==> config.mk <==
export PLATFORM = sky130hd
export DESIGN_NAME = channel_slot_table_with_quota_top
export DESIGN_NICKNAME = d
export VERILOG_FILES = /design/src/hdl/cst_pkg.sv /design/src/hdl/cst_store.sv /design/src/hdl/cst_ctrl.sv /design/src/hdl/channel_slot_table_with_quota_top.sv
export SDC_FILE = /design/constraint.sdc
export NUM_CORES = 2
export LEC_CHECK = 0
export BUFFER_PORTS_ARGS = -buffer_cell sky130_fd_sc_hd__buf_2
export CAP_MARGIN = 15
export CORE_MARGIN = 2
export CORE_UTILIZATION = 59
export DETAILED_ROUTE_END_ITERATION = 7
export HOLD_SLACK_MARGIN = 0.1
export PLACE_DENSITY = 0.86
export SYNTH_ARGS = -nofsm -noshare
export SYNTH_HDL_FRONTEND = slang
export SYNTH_SLANG_ARGS = --single-unit
==> constraint.sdc <==
create_clock -name clk_i -period 6.2 [get_ports clk_i]
set_clock_uncertainty 0.05 [all_clocks]
set_input_delay 1.24 -clock clk_i [delete_from_list [all_inputs] [get_ports clk_i]]
set_output_delay 1.24 -clock clk_i [all_outputs]
set_load 0.005 [all_outputs]
==> src/hdl/cst_pkg.sv <==
// Channel slot table package: command and result item types, mode and status codes,
// and the store control group. No dependencies.
package cst_pkg;

  localparam logic [1:0] MODE_ALLOC  = 2'd0;
  localparam logic [1:0] MODE_LOOKUP = 2'd1;
  localparam logic [1:0] MODE_CLOSE  = 2'd2;
  localparam logic [1:0] MODE_CLEAR  = 2'd3;

  localparam logic [1:0] ST_OK        = 2'd0;
  localparam logic [1:0] ST_QUOTA     = 2'd1;
  localparam logic [1:0] ST_FULL      = 2'd2;
  localparam logic [1:0] ST_NOT_FOUND = 2'd3;

  localparam logic [4:0] QUOTA_RESET = 5'd8;
  localparam logic [31:0] ID_FIRST   = 32'd1;

  typedef struct packed {
    logic [1:0]  mode;
    logic [31:0] owner;
    logic [31:0] lookup_id;
  } cst_cmd_t;

  typedef struct packed {
    logic [1:0]  status;
    logic [3:0]  slot;
    logic [31:0] channel_id;
    logic [4:0]  freed_count;
  } cst_res_t;

  typedef struct packed {
    logic wr_en;
    logic act_clr;
    logic clr_all;
  } cst_ctl_t;

endpackage

==> src/hdl/cst_store.sv <==
// Slot storage: owner and channel id memories with registered read, active flags in flops.
// Depends on cst_pkg.
module cst_store #(
  parameter int SLOTS = 16,
  parameter int IW    = 4
) (
  input  logic               clk_i,
  input  logic               rst_ni,
  input  cst_pkg::cst_ctl_t  ctl_i,
  input  logic [IW-1:0]      wr_idx_i,
  input  logic [31:0]        wr_owner_i,
  input  logic [31:0]        wr_id_i,
  input  logic [IW-1:0]      rd_idx_i,
  output logic               rd_act_o,
  output logic [31:0]        rd_owner_o,
  output logic [31:0]        rd_id_o
);
  import cst_pkg::*;

  logic [31:0]      owner_mem [SLOTS];
  logic [31:0]      id_mem    [SLOTS];
  logic [SLOTS-1:0] active_q;
  logic             rd_act_q;
  logic [31:0]      rd_owner_q;
  logic [31:0]      rd_id_q;

  always_ff @(posedge clk_i) begin
    if (ctl_i.wr_en) begin
      owner_mem[wr_idx_i] <= wr_owner_i;
      id_mem[wr_idx_i]    <= wr_id_i;
    end
    rd_owner_q <= owner_mem[rd_idx_i];
    rd_id_q    <= id_mem[rd_idx_i];
  end

  always_ff @(posedge clk_i or negedge rst_ni) begin
    if (!rst_ni) begin
      active_q <= '0;
      rd_act_q <= 1'b0;
    end else begin
      rd_act_q <= active_q[rd_idx_i];
      if (ctl_i.clr_all) begin
        active_q <= '0;
      end else if (ctl_i.wr_en) begin
        active_q[wr_idx_i] <= 1'b1;
      end else if (ctl_i.act_clr) begin
        active_q[wr_idx_i] <= 1'b0;
      end
    end
  end

  assign rd_act_o   = rd_act_q;
  assign rd_owner_o = rd_owner_q;
  assign rd_id_o    = rd_id_q;

endmodule

==> src/hdl/cst_ctrl.sv <==
// Scan sequencer: walks the slots through one shared match and count unit per pass.
// Depends on cst_pkg; drives cst_store.
module cst_ctrl #(
  parameter int SLOTS = 16,
  parameter int IW    = 4,
  parameter int CW    = 5
) (
  input  logic               clk_i,
  input  logic               rst_ni,
  input  logic               start,
  input  cst_pkg::cst_cmd_t  cmd_i,
  input  logic [4:0]         quota_i,
  output logic               busy,
  output logic               done_o,
  output cst_pkg::cst_res_t  res_o,
  output cst_pkg::cst_ctl_t  ctl_o,
  output logic [IW-1:0]      wr_idx_o,
  output logic [31:0]        wr_owner_o,
  output logic [31:0]        wr_id_o,
  output logic [IW-1:0]      rd_idx_o,
  input  logic               rd_act_i,
  input  logic [31:0]        rd_owner_i,
  input  logic [31:0]        rd_id_i
);
  import cst_pkg::*;

  localparam int QW = (CW > 5) ? CW : 5;

  typedef enum logic [2:0] {
    IDLE, COUNT, FREE, LOOKUP, CLOSE
  } state_e;

  state_e      state_q;
  logic [31:0] owner_q;
  logic [31:0] want_q;
  logic [31:0] next_id_q;
  logic [CW-1:0] idx_q;
  logic [CW-1:0] cnt_q;
  logic [IW-1:0] pidx_q;
  logic        pend_q;
  logic        done_q;
  cst_res_t    res_q;

  logic          accept;
  logic          in_range;
  logic          match;
  logic          last;
  logic [CW-1:0] cnt_nx;

  assign accept   = start && (state_q == IDLE);
  assign in_range = idx_q < CW'(SLOTS);
  assign match    = (state_q == FREE) ? !rd_act_i :
                    (rd_act_i && (rd_owner_i == owner_q) &&
                     ((state_q != LOOKUP) || (rd_id_i == want_q)));
  assign last     = pidx_q == IW'(SLOTS - 1);
  assign cnt_nx   = cnt_q + CW'(match);

  assign rd_idx_o   = in_range ? idx_q[IW-1:0] : '0;
  assign wr_idx_o   = pidx_q;
  assign wr_owner_o = owner_q;
  assign wr_id_o    = next_id_q;

  always_comb begin
    ctl_o         = '0;
    ctl_o.wr_en   = (state_q == FREE) && pend_q && match;
    ctl_o.act_clr = (state_q == CLOSE) && pend_q && match;
    ctl_o.clr_all = accept && (cmd_i.mode == MODE_CLEAR);
  end

  always_ff @(posedge clk_i or negedge rst_ni) begin
    if (!rst_ni) begin
      state_q   <= IDLE;
      next_id_q <= ID_FIRST;
      idx_q     <= '0;
      cnt_q     <= '0;
      pidx_q    <= '0;
      pend_q    <= 1'b0;
      done_q    <= 1'b0;
      res_q     <= '0;
      owner_q   <= '0;
      want_q    <= '0;
    end else begin
      done_q <= 1'b0;
      case (state_q)
        IDLE: begin
          if (start) begin
            owner_q <= cmd_i.owner;
            want_q  <= cmd_i.lookup_id;
            cnt_q   <= '0;
            idx_q   <= '0;
            pend_q  <= 1'b0;
            case (cmd_i.mode)
              MODE_ALLOC:  state_q <= COUNT;
              MODE_LOOKUP: state_q <= LOOKUP;
              MODE_CLOSE:  state_q <= CLOSE;
              default: begin
                next_id_q <= ID_FIRST;
                res_q     <= '0;
                done_q    <= 1'b1;
              end
            endcase
          end
        end
        default: begin
          // advance the read pointer; pidx follows idx through a register, so it matches the registered read data
          if (in_range) idx_q <= idx_q + CW'(1);
          pend_q <= in_range;
          pidx_q <= in_range ? idx_q[IW-1:0] : pidx_q;
          if (pend_q) begin
            case (state_q)
              COUNT: begin
                cnt_q <= cnt_nx;
                if (last) begin
                  if (QW'(cnt_nx) >= QW'(quota_i)) begin
                    res_q        <= '0;
                    res_q.status <= ST_QUOTA;
                    done_q       <= 1'b1;
                    state_q      <= IDLE;
                  end else begin
                    state_q <= FREE;
                    idx_q   <= '0;
                    pend_q  <= 1'b0;
                  end
                end
              end
              FREE: begin
                if (match) begin
                  res_q.status      <= ST_OK;
                  res_q.slot        <= 4'(pidx_q);
                  res_q.channel_id  <= next_id_q;
                  res_q.freed_count <= '0;
                  next_id_q         <= next_id_q + 32'd1;
                  done_q            <= 1'b1;
                  state_q           <= IDLE;
                end else if (last) begin
                  res_q        <= '0;
                  res_q.status <= ST_FULL;
                  done_q       <= 1'b1;
                  state_q      <= IDLE;
                end
              end
              LOOKUP: begin
                if (match) begin
                  res_q.status      <= ST_OK;
                  res_q.slot        <= 4'(pidx_q);
                  res_q.channel_id  <= rd_id_i;
                  res_q.freed_count <= '0;
                  done_q            <= 1'b1;
                  state_q           <= IDLE;
                end else if (last) begin
                  res_q        <= '0;
                  res_q.status <= ST_NOT_FOUND;
                  done_q       <= 1'b1;
                  state_q      <= IDLE;
                end
              end
              default: begin
                cnt_q <= cnt_nx;
                if (last) begin
                  res_q             <= '0;
                  res_q.freed_count <= 5'(cnt_nx);
                  done_q            <= 1'b1;
                  state_q           <= IDLE;
                end
              end
            endcase
          end
        end
      endcase
    end
  end

  assign busy   = state_q != IDLE;
  assign done_o = done_q;
  assign res_o  = res_q;

  a_done_after_work: assert property (@(posedge clk_i) disable iff (!rst_ni)
    done_o |-> $past(busy || start))
    else $error("result without a command");

  a_done_frees: assert property (@(posedge clk_i) disable iff (!rst_ni)
    done_o |-> !busy)
    else $error("result while still busy");

  a_one_store_op: assert property (@(posedge clk_i) disable iff (!rst_ni)
    !(ctl_o.wr_en && ctl_o.act_clr))
    else $error("slot set and cleared together");

  a_fail_zero: assert property (@(posedge clk_i) disable iff (!rst_ni)
    (done_o && (res_o.status != ST_OK)) |->
      (res_o.slot == '0 && res_o.channel_id == '0 && res_o.freed_count == '0))
    else $error("failed item carries data");

endmodule

==> src/hdl/channel_slot_table_with_quota_top.sv <==
// Channel slot table with per-owner quota: top level with the quota register.
// Depends on cst_pkg, cst_store and cst_ctrl.
//
// Usage: drive cmd_i and pulse start while busy is low; the item is taken at
// that edge. Exactly one result appears on res_o with done_o high for one
// cycle; the receiver cannot stall it. busy stays high while a scan runs.
// Clear finishes without busy rising. Lookup and close scan the slots one per
// cycle through the registered memory read. Allocate counts the owner's slots,
// then, unless the quota is reached, searches for a free one. All scans pass
// through the shared match/count unit and the single memory read port.
// cfg_we_i writes the quota from cfg_wdata_i; the user must do this only while
// the block is idle, as the block itself does not enforce it.
// Reset empties the table, sets the id counter to 1 and the quota to 8.
module channel_slot_table_with_quota_top #(
  parameter int SLOTS = 16
) (
  input  logic               clk_i,
  input  logic               rst_ni,
  input  logic               start,
  output logic               busy,
  input  cst_pkg::cst_cmd_t  cmd_i,
  output logic               done_o,
  output cst_pkg::cst_res_t  res_o,
  input  logic               cfg_we_i,
  input  logic [4:0]         cfg_wdata_i
);
  import cst_pkg::*;

  localparam int IW = (SLOTS > 1) ? $clog2(SLOTS) : 1;
  localparam int CW = $clog2(SLOTS + 1);

  logic [4:0]    quota_q;
  cst_ctl_t      ctl;
  logic [IW-1:0] wr_idx;
  logic [31:0]   wr_owner;
  logic [31:0]   wr_id;
  logic [IW-1:0] rd_idx;
  logic          rd_act;
  logic [31:0]   rd_owner;
  logic [31:0]   rd_id;

  always_ff @(posedge clk_i or negedge rst_ni) begin
    if (!rst_ni) begin
      quota_q <= QUOTA_RESET;
    end else if (cfg_we_i) begin
      quota_q <= cfg_wdata_i;
    end
  end

  cst_ctrl #(.SLOTS(SLOTS), .IW(IW), .CW(CW)) u_ctrl (
    .clk_i      (clk_i),
    .rst_ni     (rst_ni),
    .start      (start),
    .cmd_i      (cmd_i),
    .quota_i    (quota_q),
    .busy       (busy),
    .done_o     (done_o),
    .res_o      (res_o),
    .ctl_o      (ctl),
    .wr_idx_o   (wr_idx),
    .wr_owner_o (wr_owner),
    .wr_id_o    (wr_id),
    .rd_idx_o   (rd_idx),
    .rd_act_i   (rd_act),
    .rd_owner_i (rd_owner),
    .rd_id_i    (rd_id)
  );

  cst_store #(.SLOTS(SLOTS), .IW(IW)) u_store (
    .clk_i      (clk_i),
    .rst_ni     (rst_ni),
    .ctl_i      (ctl),
    .wr_idx_i   (wr_idx),
    .wr_owner_i (wr_owner),
    .wr_id_i    (wr_id),
    .rd_idx_i   (rd_idx),
    .rd_act_o   (rd_act),
    .rd_owner_o (rd_owner),
    .rd_id_o    (rd_id)
  );

endmodule
Word-level counts from Yosys, hierarchy flattened

Memories as Yosys holds them, arrays and structs flattened. A register that Yosys moved wholly into a read port is not among the register bits.
Index checks and enable logic that the tools add are counted.

Logic and storage cells: 139
Bits in latches: 0
ROM bits: 0
Memory bits (writable): 1024
Memories: 2
Flip-flop bits (word level): 180

Memory list:

| memory            | words | width | read ports | clocked after memory_dff | wr ports | RTL line        | text |
|---|---|---|---|---|---|---|---|
| u_store.id_mem    | 16    | 32    | 1          | 1                        | 1        | cst_store.sv:21 | `logic [31:0] id_mem [SLOTS];` |
| u_store.owner_mem | 16    | 32    | 1          | 1                        | 1        | cst_store.sv:20 | `logic [31:0] owner_mem [SLOTS];` |

Equal/unequal tests: 19
Add/sub/neg operators: 3
Div/mod/pow operators: 0
Reduce and logical (&&, ||, !) cells: 27
Muxes and demuxes: 63
Multiply operators: 0
Bitwise logic cells: 4
$lt $le $gt $ge: 5
Shift operators: 0

Operators with widths:

| kind                                                                          | number |
|---|---|
| 43-bit 2-to-1 mux                                                             | 11 |
| 32-bit 2-to-1 mux                                                             | 6 |
| 43-bit case mux with 3 select lines                                           | 1 |
| 32-bit equality test                                                          | 2 |
| 5-bit 2-to-1 mux                                                              | 10 |
| 16-bit 2-to-1 mux                                                             | 3 |
| 32-bit by 1-bit adder with 32-bit output (second input constant)              | 1 |
| 1-bit 2-to-1 mux                                                              | 19 |
| 3-bit 2-to-1 mux                                                              | 6 |
| 16-bit AND                                                                    | 1 |
| 16-bit NOT                                                                    | 1 |
| 16-bit OR                                                                     | 1 |
| 4-bit by 5-bit less-than comparator with 1-bit output (second input constant) | 2 |
| 1-bit logical AND                                                             | 9 |
| 3-bit case mux with 3 select lines                                            | 1 |
| 4-bit by 1-bit != test with 1-bit output (second input constant)              | 2 |
| 8-bit AND reduction                                                           | 1 |
| 3-bit by 2-bit equality test with 1-bit output (second input constant)        | 2 |
| 3-bit by 1-bit != test with 1-bit output (second input constant)              | 2 |
| 3-bit case mux with 2 select lines                                            | 1 |
| 2-bit nonzero test                                                            | 3 |
| 3-bit nonzero test                                                            | 2 |
| 5-bit by 1-bit adder with 5-bit output                                        | 1 |
| 5-bit by 1-bit adder with 5-bit output (second input constant)                | 1 |
| other kinds (29)                                                              | 32 |

Depth between registers and ports, before layout

Depth in word-level cells: 11
Mapped depth: 20

Hierarchy

From an unflattened synthesis, not the netlist that was laid out.

Cells, all modules: 2476
Area total of the unflattened synthesis: 48983.2 um^2

Modules (own cells, without submodules):

| module                            | times used | cells an instance | area each (um^2) |
|---|---|---|---|
| cst_store                         | 1          | 1733              | 40461.3 |
| cst_ctrl                          | 1          | 733               | 8339.2 |
| channel_slot_table_with_quota_top | 1          | 10                | 182.7 |

Worst setup path after synthesis

OpenSTA, ideal clock, no wires.

Path type: flip-flop to flip-flop
From: register u_ctrl.state_q[0]
To: memory u_store.id_mem[2][0], enable pin
Cell stages (with the launch flop): 7
Buffers on the path: 2
Path slack: 1577 ps
Period minus slack after synthesis: 4623 ps
Arrival time: 4086 ps
Cells stage by stage: dfrtp_1 -> buf_6 -> nor4b_4 -> and2_1 -> buf_4 -> nand3_1 -> nor2_1

Word-level cells in the longest chain between the ends: 7

Ends and longest elaborated chain:

| element                                    | RTL line        | text |
|---|---|---|
| start, declared                            | cst_ctrl.sv:33  | `state_e state_q;` |
| start signal, assigned                     | cst_ctrl.sv:72  | `state_q <= IDLE;` |
| start signal, assigned                     | cst_ctrl.sv:93  | `MODE_ALLOC: state_q <= COUNT;` |
| start signal, assigned                     | cst_ctrl.sv:94  | `MODE_LOOKUP: state_q <= LOOKUP;` |
| 3-bit by 2-bit != test with 1-bit output   | cst_ctrl.sv:54  | `((state_q != LOOKUP) \|\| (rd_id_i == want_q)));` |
| 1-bit logical OR                           | cst_ctrl.sv:54  |  |
| 1-bit logical AND                          | cst_ctrl.sv:53  | `(rd_act_i && (rd_owner_i == owner_q) &&` |
| 1-bit 2-to-1 mux                           | cst_ctrl.sv:52  | `assign match = (state_q == FREE) ? !rd_act_i :` |
| 1-bit logical AND (*)                      | cst_ctrl.sv:65  | `ctl_o.wr_en = (state_q == FREE) && pend_q && match;` |
| 1-bit 2-to-1 mux (*)                       | cst_store.sv:28 | `if (ctl_i.wr_en) begin` |
| 1-bit 2-to-1 mux (not written as such) (*) | cst_store.sv:30 | `id_mem[wr_idx_i] <= wr_id_i;` |
| end, declared                              | cst_store.sv:21 |  |

Every way passes the cells marked *; elsewhere a longest branch is shown, timed or not.

Worst setup path after layout

From: register u_ctrl.owner_q[25] (netlist: u_ctrl.wr_owner_o[25])
To: register u_ctrl.res_q (netlist bit u_ctrl.res_o[14])

Word-level cells in the longest chain between the ends: 8

Ends and longest elaborated chain:

| element                                                                                        | RTL line                         | text |
|---|---|---|
| start, declared                                                                                | cst_ctrl.sv:34                   | `logic [31:0] owner_q;` |
| start signal, assigned                                                                         | cst_ctrl.sv:87                   | `owner_q <= cmd_i.owner;` |
| 32-bit equality test (*)                                                                       | cst_ctrl.sv:53                   |  |
| 1-bit logical AND (*) (2 in a row)                                                             | cst_ctrl.sv:53                   |  |
| 1-bit 2-to-1 mux (*)                                                                           | cst_ctrl.sv:52                   |  |
| 5-bit by 1-bit adder with 5-bit output (tied with other cells)                                 | cst_ctrl.sv:56                   | `assign cnt_nx = cnt_q + CW'(match);` |
| 5-bit >= comparator or 43-bit case mux with 3 select lines (tied branches)                     | cst_ctrl.sv:114, cst_ctrl.sv:110 |  |
| 3-bit by 1-bit != test with 1-bit output (no source line) or 43-bit 2-to-1 mux (tied branches) | -                                |  |
| 8-bit AND reduction (no source line) or 43-bit 2-to-1 mux (tied branches)                      | -                                |  |
| end, declared                                                                                  | cst_ctrl.sv:42                   | `cst_res_t res_q;` |

Every way passes the cells marked *; elsewhere a longest branch is shown, timed or not. The select of a mux whose other input is x is not followed.
A chain may end at the register's enable or synchronous reset.

==> impl_metrics.json <==
{
  "status": "finished, final reports clean",
  "synth_top_family_by_area": "multiplexers",
  "reg2reg_slack_ns": 0.33,
  "netlist_top_cells_area": "edfxtp_1 62%, mux4_2 12%, dfrtp_1 9.0%, dfxtp_1 2.6%, mux2_2 1.5%",
  "worst_pin_slew_ns": 1.16,
  "critPathRequiredTime_ns": 6.69,
  "chipHeight_um": 293,
  "hold_end": "u_ctrl.res_o[16]$_DFFE_PN0P_",
  "critPathMaxFanout": 26,
  "worst-setup-path-type": "reg2reg",
  "placed_cell_area_um2": 51400,
  "numCtsBuffers": 116,
  "die_width_um": 293,
  "synth_compound_area_share_pct": 4.17,
  "synthAdderAreaFrac_pct": 0.407,
  "clkPwrFrac_pct": 43.9,
  "track_usage_pct": 29.7,
  "post_cts_buffers": 0,
  "syn_area_um2": 49200,
  "worstRegToRegCells": 18,
  "grt_pass1_wl_um": 186000,
  "htreeDepth": 3,
  "clk_latency_ns": 0.74,
  "wire_per_inst_um": 31.9,
  "overflow": 0,
  "ys.warnings.count": 0,
  "p_per_area_nw_per_um2": 307,
  "hold_class": "reg2reg",
  "hold_buffers": 0,
  "arrival_ns": 6.36,
  "dieArea_um2": 85800,
  "synthSimpleGateAreaFrac_pct": 4.19,
  "io_buffer_count": 119,
  "regArea_um2": 36500,
  "leakage_uw": 0.0167,
  "async_flop_share_pct": 14.2,
  "min_from": "u_ctrl.res_o[16]$_DFFE_PN0P_",
  "wl_um": 127000,
  "rr_startpoint": "u_ctrl.wr_owner_o[25]$_DFFE_PN0P_",
  "final_area_um2": 55500,
  "ant_nets": 0,
  "sw_frac_of_total_pct": 20.5,
  "synthCells": 2641,
  "fill_cells": 4667,
  "critPathLaunchType": "flop",
  "syn_nets": 2732,
  "rr_endpoint": "u_ctrl.res_o[14]$_DFFE_PN0P_",
  "synth_mux_area_share_pct": 14.0,
  "utilization_pct": 67.3,
  "syn_area_per_cell_um2": 18.6,
  "cap_viol_max_count": 0,
  "synth_seq_cells": 1268,
  "max-vdd-ir-drop_v": 0.000251,
  "p_switching_uw": 3480,
  "synthXorXnorAreaFrac_pct": 1.53,
  "ys.flop_type": "edfxtp_1",
  "seq_power_share_pct": 54.8,
  "clock-sinks": 1268,
  "final_common_cell": "edfxtp_1",
  "cts_tree": "done",
  "slew_viol_final": 0,
  "vias": 27900,
  "most-common-layout-cells": "1024 x edfxtp_1, 260 x mux4_2, 181 x nand2_1, 176 x dfrtp_1, 118 x buf_2",
  "routabilityCongestion": 0.876,
  "yosysTopAreaCellShare_pct": 62.4,
  "internal_power_uw": 13500,
  "cts-root-buf": "clkbuf_16",
  "path_clk_slew_ns": 0.06,
  "synthToLayoutAreaGrowth_pct": 12.6,
  "fmax_ghz": 0.170,
  "core_um2": 82400,
  "max_slew_margin_pct": 22.5,
  "drive_above_1_share_pct": 25.1,
  "final_nets": 2887,
  "period_minus_slack_ns": 5.87,
  "seq_area_frac_synth_pct": 74.2,
  "drt-pass1-iter-count": 6,
  "grt_pass1_vias": 28600,
  "comb_power_share_pct": 1.3,
  "final-setup-viol-count": 0,
  "row_count": 105,
  "multi_input_area_um2": 12200,
  "critical_path.endpoint_type": "flop",
  "initial_core_util_pct": 59.8,
  "rsz0062_at_grt": "no",
  "drc": 0,
  "io_pins": 120,
  "min_delay_path_depth": 2,
  "dp_hpwl_um": 66900,
  "ys_types": 63,
  "via_per_inst": 7.02,
  "dpl_worst_slack_ns": 0.570,
  "setup_tns_ns": 0,
  "grt_max_degree": 101,
  "synth_top_cell_by_area": "edfxtp_1",
  "hold_violations": 0,
  "antenna_found_initial": 8,
  "fin_ws_ns": 0.333,
  "period_share_pct": 94.6,
  "ctsLongestPathBuffers": 3,
  "synth_edf_count": 1024,
  "drtIter0Drc": 4341,
  "cts_resized": 0
}
[cell type report]
cell class	count	share of cell area (%)
clock inverter	70	1.59
multi-input combinational	1199	22.0
timing repair buffer	183	2.26
antenna	5	0.0226
inverter	28	0.190
tap	1070	2.41
clock buffer	152	5.66
sequential	1268	65.9
[cell usage after synthesis, types with 2 or more instances]
cell / count
dfxtp_1: 64
and2_1: 68
o21ai_1: 25
edfxtp_1: 1024
a21oi_1: 20
nor2_1: 57
nor4_1: 17
nor4b_4: 2
and3_1: 4
nor2b_1: 13
dfrtp_1: 178
clkbuf_1: 105
nand3_1: 26
mux2i_1: 34
a211oi_1: 66
buf_4: 3
o21ai_0: 69
a2111oi_0: 2
mux2_2: 64
ha_1: 16
nand2_1: 182
xor2_1: 42
or3_1: 9
o311ai_0: 16
buf_1: 23
buf_6: 6
xnor2_1: 44
dfstp_2: 2
nand4_1: 21
a22o_1: 2
a31oi_1: 67
nor3_1: 9
mux4_2: 260
buf_2: 9
inv_1: 26
o211ai_1: 2
o31ai_1: 38
[critical path, cell delays in order, from the launching register on]
cell and delay (ns):
dfrtp_1 0.70, inv_1 0.14, a2111oi_0 0.55, o2111ai_1 0.31
nor4_4 0.53, a21oi_1 0.20, inv_1 0.11, ha_1 0.17
ha_1 0.22, xor2_1 0.31, ha_1 0.33, a21oi_1 0.15
o21ai_1 0.08, a31oi_1 0.43, o31ai_1 0.19, a21oi_4 0.18
or2_2 0.42, buf_4 0.42, o31ai_1 0.17
[routing by layer]
layer	up-vias	track usage [%]	wire, um
li1	10900	-	-
met1	14200	39.1	44200
met2	2343	47.0	60900
met3	502	7.34	14900
met4	16	14.7	6590
met5	-	0	101
[power by group through the flow]
stage / logic (uW) / registers (uW) / clock network (uW)
after global placement: 197 / 9470 / 0
final: 215 / 9310 / 7470
after global routing: 229 / 9320 / 7760
after detailed placement: 205 / 9480 / 0
after CTS: 212 / 9310 / 7470
after floorplan: 94.8 / 9440 / 0
[how the worst max path moves through the flow]
stage,startpoint,endpoint,slack (ns)
floorplan,u_ctrl.state_q[0]$_DFFE_PN0P_,u_store.id_mem[2][0]$_DFFE_PP_,1.58
global placement,u_ctrl.wr_owner_o[28]$_DFFE_PN0P_,u_ctrl.res_o[25]$_DFFE_PN0P_,0.93
detailed placement,u_ctrl.wr_owner_o[31]$_DFFE_PN0P_,u_ctrl.res_o[20]$_DFFE_PN0P_,0.57
CTS,u_ctrl.wr_owner_o[28]$_DFFE_PN0P_,u_ctrl.res_o[14]$_DFFE_PN0P_,0.36
global route,u_ctrl.wr_owner_o[25]$_DFFE_PN0P_,u_ctrl.res_o[14]$_DFFE_PN0P_,0.03
finish,u_ctrl.wr_owner_o[25]$_DFFE_PN0P_,u_ctrl.res_o[14]$_DFFE_PN0P_,0.33
[cells by family (layout without fill, tap and decap cells)]
| kind of cell | count (synthesis) | count (layout) |
|---|---|---|
| AOI/OAI and AO/OA | 318 | 318 |
| xor gates and xnor gates | 86 | 86 |
| adders and majority gates | 16 | 16 |
| buffers and inverters | 174 | 433 |
| DFF | 1268 | 1268 |
| muxes | 358 | 358 |
| other | 0 | 5 |
| and+or+nand+nor | 421 | 421 |
[state kept, by name, indices dropped and copies added (netlist names), 16 cells and up]
name,count
u_ctrl.res_o,43
u_store.active_q,16
u_ctrl.wr_owner_o,32
u_store.owner_mem,512
u_ctrl.want_q,32
u_store.rd_id_o,32
u_store.id_mem,512
u_store.rd_owner_o,32
u_ctrl.wr_id_o,32
[per-stage QoR]
stage	hold WS, ns	std cells	power, uW
floorplan	0.405	2641	9540
global placement	0.420	3746	9670
detailed placement	0.436	3747	9690
CTS	0.477	3969	17000
global route	0.490	3970	17300
finish	0.482	3975	17000
(Power assumes the default switching activity.)
